## src/rtl/isp_pkg.sv

```systemverilog
// ----------------------------------------------------------------------------
// isp_pkg
// Shared types and constants for the insertion sorter.
// ----------------------------------------------------------------------------
`default_nettype none

package isp_pkg;

	localparam int CAPACITY_DEF = 32;

	typedef struct packed {
		logic signed [31:0] value;
		logic               last;
	} in_item_t;

	typedef struct packed {
		logic signed [31:0] sorted_value;
		logic               last_out;
		logic               overflow;
	} out_item_t;

	// controller -> datapath
	typedef struct packed {
		logic insert;
		logic pop;
	} dp_cmd_t;

	// datapath -> controller
	typedef struct packed {
		logic one_left;
	} dp_status_t;

endpackage

`default_nettype wire

```

## src/rtl/isp_ctrl.sv

```systemverilog
// ----------------------------------------------------------------------------
// isp_ctrl
// Batch controller: fill phase accepts values, drain phase emits the batch.
// ----------------------------------------------------------------------------
`default_nettype none

module isp_ctrl (
	input  wire logic               clk,
	input  wire logic               arst_n,
	input  wire logic               in_valid,
	input  wire logic               in_last,
	output logic                    in_stall,
	output logic                    out_valid,
	input  wire logic               out_stall,
	output isp_pkg::dp_cmd_t        cmd,
	input  wire isp_pkg::dp_status_t status
);
	import isp_pkg::*;

	typedef enum logic {
		ST_FILL,
		ST_DRAIN
	} state_t;

	state_t state_q;
	logic   in_stall_q;
	logic   out_valid_q;

	assign in_stall   = in_stall_q;
	assign out_valid  = out_valid_q;
	assign cmd.insert = in_valid & ~in_stall_q;
	assign cmd.pop    = out_valid_q & ~out_stall;

	always_ff @(posedge clk or negedge arst_n) begin
		if (!arst_n) begin
			state_q     <= ST_FILL;
			in_stall_q  <= 1'b0;
			out_valid_q <= 1'b0;
		end else begin
			case (state_q)
				ST_FILL: begin
					if (cmd.insert && in_last) begin
						state_q     <= ST_DRAIN;
						in_stall_q  <= 1'b1;
						out_valid_q <= 1'b1;
					end
				end
				ST_DRAIN: begin
					if (cmd.pop && status.one_left) begin
						state_q     <= ST_FILL;
						in_stall_q  <= 1'b0;
						out_valid_q <= 1'b0;
					end
				end
				default: begin
					state_q     <= ST_FILL;
					in_stall_q  <= 1'b0;
					out_valid_q <= 1'b0;
				end
			endcase
		end
	end

endmodule

`default_nettype wire

```

## src/rtl/isp_datapath.sv

```systemverilog
// ----------------------------------------------------------------------------
// isp_datapath
// Row of sorting cells: parallel compare-and-shift insert, shift-out drain.
// ----------------------------------------------------------------------------
`default_nettype none

module isp_datapath #(
	parameter int CAPACITY = isp_pkg::CAPACITY_DEF
) (
	input  wire logic                clk,
	input  wire logic                arst_n,
	input  wire logic                cfg_wr_en,
	input  wire logic                cfg_wr_data,
	input  wire isp_pkg::dp_cmd_t    cmd,
	input  wire logic signed [31:0]  value,
	output isp_pkg::dp_status_t      status,
	output isp_pkg::out_item_t       out_item
);
	import isp_pkg::*;

	localparam int CW = $clog2(CAPACITY + 1);

	logic signed [31:0] store_q [CAPACITY];
	logic [CW-1:0]      fill_q;
	logic               ovf_q;
	logic               descending_q;

	logic [CAPACITY-1:0] valid;
	logic [CAPACITY-1:0] pass;     // entry empty or new value moves past it
	logic [CAPACITY-1:0] shift;    // entry moves up one cell
	logic [CAPACITY-1:0] take_v;   // cell receives the new value
	logic                full;

	assign full = (fill_q == CW'(CAPACITY));

	always_comb begin
		for (int i = 0; i < CAPACITY; i++) begin
			valid[i] = (CW'(i) < fill_q);
			pass[i]  = ~valid[i] | (descending_q ? (value > store_q[i]) : (value < store_q[i]));
		end
		// the insert scan stops at the first entry (from cell 0) the value does not pass
		for (int i = 0; i < CAPACITY; i++) begin
			shift[i] = valid[i] & (&(pass | ~({CAPACITY{1'b1}} << i)));
		end
		take_v[0] = shift[0] | ~valid[0];
		for (int i = 1; i < CAPACITY; i++) begin
			take_v[i] = valid[i-1] & ~shift[i-1] & (shift[i] | ~valid[i]);
		end
	end

	always_ff @(posedge clk) begin
		for (int i = 0; i < CAPACITY; i++) begin
			if (cmd.pop) begin
				if (i < CAPACITY - 1) begin
					store_q[i] <= store_q[(i < CAPACITY - 1) ? i + 1 : i];
				end
			end else if (cmd.insert && !full) begin
				if (i > 0 && shift[(i > 0) ? i - 1 : 0]) begin
					store_q[i] <= store_q[(i > 0) ? i - 1 : 0];
				end else if (take_v[i]) begin
					store_q[i] <= value;
				end
			end
		end
	end

	always_ff @(posedge clk or negedge arst_n) begin
		if (!arst_n) begin
			fill_q       <= '0;
			ovf_q        <= 1'b0;
			descending_q <= 1'b0;
		end else begin
			if (cfg_wr_en) begin
				descending_q <= cfg_wr_data;
			end
			if (cmd.insert) begin
				if (full) begin
					ovf_q <= 1'b1;
				end else begin
					fill_q <= fill_q + CW'(1);
				end
			end else if (cmd.pop) begin
				fill_q <= fill_q - CW'(1);
				if (status.one_left) begin
					ovf_q <= 1'b0;
				end
			end
		end
	end

	assign status.one_left       = (fill_q == CW'(1));
	assign out_item.sorted_value = store_q[0];
	assign out_item.last_out     = status.one_left;
	assign out_item.overflow     = ovf_q;

endmodule

`default_nettype wire

```

## src/rtl/insertion_sorter.sv

```systemverilog
// ----------------------------------------------------------------------------
// insertion_sorter
// Stable batch sorter for signed 32-bit values, ascending or descending.
// ----------------------------------------------------------------------------
//  channel  | direction | handshake           | payload
//  in       | input     | in_valid / in_stall | in_data (value, last)
//  out      | output    | out_valid/out_stall | out_data (sorted_value, last_out, overflow)
//  cfg      | input     | cfg_wr_en           | cfg_wr_data (descending)
//
// One value is inserted per cycle while filling; all cells compare at once.
// After a last transaction the batch drains one result per cycle from cell 0
// while the output is not stalled, one result per stored value (at most
// CAPACITY; dropped values produce no result).
// Input is stalled during the drain; an output stall holds the drain.
// Reset clears fill count, overflow flag and order; cell contents are not reset.
// ----------------------------------------------------------------------------
`default_nettype none

module insertion_sorter #(
	parameter int CAPACITY = isp_pkg::CAPACITY_DEF
) (
	input  wire logic               clk,
	input  wire logic               arst_n,
	input  wire logic               in_valid,
	output logic                    in_stall,
	input  wire isp_pkg::in_item_t  in_data,
	output logic                    out_valid,
	input  wire logic               out_stall,
	output isp_pkg::out_item_t      out_data,
	input  wire logic               cfg_wr_en,
	input  wire logic               cfg_wr_data
);
	import isp_pkg::*;

	dp_cmd_t    cmd;
	dp_status_t status;

	isp_ctrl u_ctrl (
		.clk       (clk),
		.arst_n    (arst_n),
		.in_valid  (in_valid),
		.in_last   (in_data.last),
		.in_stall  (in_stall),
		.out_valid (out_valid),
		.out_stall (out_stall),
		.cmd       (cmd),
		.status    (status)
	);

	isp_datapath #(
		.CAPACITY (CAPACITY)
	) u_dp (
		.clk         (clk),
		.arst_n      (arst_n),
		.cfg_wr_en   (cfg_wr_en),
		.cfg_wr_data (cfg_wr_data),
		.cmd         (cmd),
		.value       (in_data.value),
		.status      (status),
		.out_item    (out_data)
	);

endmodule

`default_nettype wire

```

## config.mk

```make
export PLATFORM = sky130hd
export DESIGN_NAME = insertion_sorter
export DESIGN_NICKNAME = d
export VERILOG_FILES = /design/src/rtl/isp_pkg.sv /design/src/rtl/isp_ctrl.sv /design/src/rtl/isp_datapath.sv /design/src/rtl/insertion_sorter.sv
export SDC_FILE = /design/constraint.sdc
export NUM_CORES = 2
export LEC_CHECK = 0
export ABC_CLOCK_PERIOD_IN_PS = 6250
export BUFFER_PORTS_ARGS = -buffer_cell sky130_fd_sc_hd__buf_2
export CORE_MARGIN = 3
export CORE_UTILIZATION = 30
export DETAILED_ROUTE_END_ITERATION = 16
export GPL_TIMING_DRIVEN = 0
export PLACE_DENSITY_LB_ADDON = 0.08
export SYNTH_ARGS = -nofsm -noshare
export SYNTH_HDL_FRONTEND = slang
export SYNTH_SLANG_ARGS = --single-unit
```

## constraint.sdc

```tcl
create_clock -name clk -period 6.25 [get_ports clk]
set_input_delay 0.625 -clock clk [delete_from_list [all_inputs] [get_ports clk]]
set_output_delay 0.625 -clock clk [all_outputs]
set_load 0.03 [all_outputs]
```

==> flow_summary.ini <==
[worst_setup_path]
critPathMaxFanout = 10
worstReg2RegEnd = u_dp.store_q[1][26]$_DFFE_PP_
end_kind = flip-flop
reg2reg_setup_slack_ns = -0.05
startpoint_type = flip-flop
worst_r2r_path_depth = 17
r2r-start = u_dp.store_q[13][7]$_DFFE_PP_
cp.arrival_ns = 6.82
required_ns = 6.77
criticalPathCategory = reg -> reg

[sta]
fin_crit_ns = 6.30
tns_ns = -0.331
tightest_slew_ns = 1.60
period_share = 1.01
fmax_mhz = 159
setup_violations = 13
max_slew_margin = -0.0699
skew_ns = 0.0334
final_max_slew_viol_count = 8
finalWorstSetupSlack_ns = -0.0505
hold_viol_final = 0

[grt]
grt_pass1_wl_mm = 481
grt_pass1_vias = 62300
grt_max_degree = 42
grt_overflow = 0
antenna_found_initial = 6
grt_use_total = 0.246

[power]
p_leak_nw = 41.1
total_power_mw = 36.1
peakVddDrop_v = 0.000325
power_density_nw_per_um2 = 400

[worst_hold_path]
hp-start = in_data[0]
worstHoldPathType = in -> reg
min_to = u_ctrl.in_stall$_DFFE_PN0P_
hold_depth = 4

[clock_network]
clk_pin_slew_ns = 0.06
clk_path_buf_depth = 3
cts-root-buf = clkbuf_16
h-tree-depth = 4
clock-sinks = 1034
cts_buffers = 144
cts_tree = done
clk_latency_ns = 0.83

[outcome]
status = finished, violations left
violations = max-capacitance violations, max-slew violations, negative setup slack

[flow_run]
drv_cap = 1

[floorplanning]
rows = 188
io_pins = 75
die_h_um = 521
dieArea_um2 = 272000
die_x_um = 521
core_um2 = 263000
initial_core_util = 0.303

[logic_synthesis]
async_flop_share = 0.00967
yosys_warnings = 0
synth_area_um2 = 79600
synth_top_flop_cell = edfxtp_1
post_synth_num_cell_types = 94
avgSynthCellArea_um2 = 9.59
synth_edf_count = 1024
ys_seq_area_frac = 0.389
syn-instance-count = 8305
synth_fp_nets = 9371
ys_seq_elements = 1034

[route]
first_pass_iters = 9
drt_iter0_drc = 6316
drc_errors = 0
viasPerCell = 5.31
ant_nets = 0
via_count = 64900
wl_per_cell_um = 28.2
routed_wl_mm = 344

[finish]
layout_common_cells = inv_1, ha_1, edfxtp_1
syn2layout_area_growth_pct = 13.4
fillCellCount = 26900
drive_gt1_frac = 0.0650
final_core_util = 0.343
stdcell_area_um2 = 90300
final_common_cell = inv_1
final-seq-area_um2 = 31000
multi_input_area_um2 = 43300
nNetsFinal = 9648

[placed_design]
place_area_um2 = 85300
gp_congestion = 0.906
place_ws_ns = -3.06
io_buffers = 73
place_hpwl_mm = 287
==> sequential cells by signal (all words and copies together) (netlist names) <==
name               count
u_ctrl.state_q         1
u_dp.fill_q            6
u_dp.descending_q      1
u_dp.ovf_q             1
u_dp.store_q        1024
u_ctrl.in_stall        1
==> metal layers <==
metal	global-route usage	routed length, µm	vias up	part of all wire
li1	-	-	30800	-
met1	0.378	173000	31900	0.50
met2	0.362	145000	1863	0.42
met3	0.0309	18800	302	0.055
met4	0.0548	7580	0	0.022
met5	0	0	-	0
==> final cells by class <==
class | count | share of cell area
multi-input cells | 5765 | 0.479
flip-flops and latches | 1034 | 0.343
well taps | 3515 | 0.0487
inverters | 1069 | 0.0445
clock buffers | 188 | 0.0429
plain buffers | 439 | 0.0216
repair buffers | 129 | 0.0148
clock inverters | 74 | 0.00466
diodes | 10 | 0.000277
==> worst max-delay path by stage <==
stage,end,slack [ns],cells after the start,startpoint
after floorplan,u_dp.store_q[12][0]$_DFFE_PP_,0.13,18,in_data[1]
after global placement,u_dp.store_q[17][6]$_DFFE_PP_,-4.58,15,in_data[1]
after detailed placement,u_dp.store_q[8][7]$_DFFE_PP_,-3.06,19,in_data[1]
after CTS,u_dp.store_q[3][0]$_DFFE_PP_,0.02,17,u_dp.store_q[15][15]$_DFFE_PP_
after global routing,u_dp.store_q[1][23]$_DFFE_PP_,-0.006,17,u_dp.store_q[15][13]$_DFFE_PP_
final,u_dp.store_q[1][26]$_DFFE_PP_,-0.05,17,u_dp.store_q[13][7]$_DFFE_PP_
==> cell families after synthesis <==
kind of cell | synth area share
fa+ha+maj | 0.162
simple gates | 0.106
flops | 0.389
buf+inv | 0.0739
mux | 0.128
xor+xnor | 0.00176
compound gates | 0.140
==> synthesized netlist by cell type (all sizes together), types with 44 or more instances <==
master	count	area share
nand4	204	0.016
mux2i	1008	0.13
nand2	598	0.028
a21o	102	0.0096
edfxtp	1024	0.39
a22oi	74	0.0070
buf	160	0.010
nor2	580	0.027
ha	1027	0.16
nor2b	44	0.0035
nor3	66	0.0044
o21ai	506	0.032
clkbuf	279	0.013
nor4	45	0.0042
inv	1038	0.049
a21oi	887	0.056
nand3	102	0.0064
==> through the flow <==
| stage | hold WS, ns | cells |
|---|---|---|
| final | 0.221 | 12200 |
| after global routing | 0.226 | 12200 |
| after CTS | 0.156 | 12200 |
| after detailed placement | 0.474 | 11900 |
| after global placement | 0.460 | 11900 |
| after floorplan | 0.329 | 8305 |
==> where the power goes <==
group	internal (mW)	total [mW]	switching, mW
Sequential	11.1	13.0	1.90
Combinational	5.26	15.2	9.92
Clock	4.47	7.94	3.47
==> worst max-delay path, cell delays in order (launching register included) <==
cell	delay (ns)
edfxtp_1	0.44
inv_1	0.09
ha_1	0.23
nand2_1	0.17
o21ai_0	0.32
a221oi_1	0.39
o211ai_1	0.51
a2111oi_4	0.72
nor4_1	0.12
or4b_1	0.57
nor4_4	0.28
buf_4	0.18
and4_2	0.37
clkbuf_4	0.31
nand3_1	0.12
a21oi_2	0.51
buf_2	0.45
a222oi_1	0.16
==> repair_timing <==
item,4_1_cts,5_1_grt
gates resized for setup,72,45
endpoints found under the hold margin,11,0
endpoints found under the setup margin,1815,749
hold buffers,3,0
cloned,1,1
pin swaps,7,4
setup buffers,11,4
Note: power is estimated with default switching activity, not from simulation.
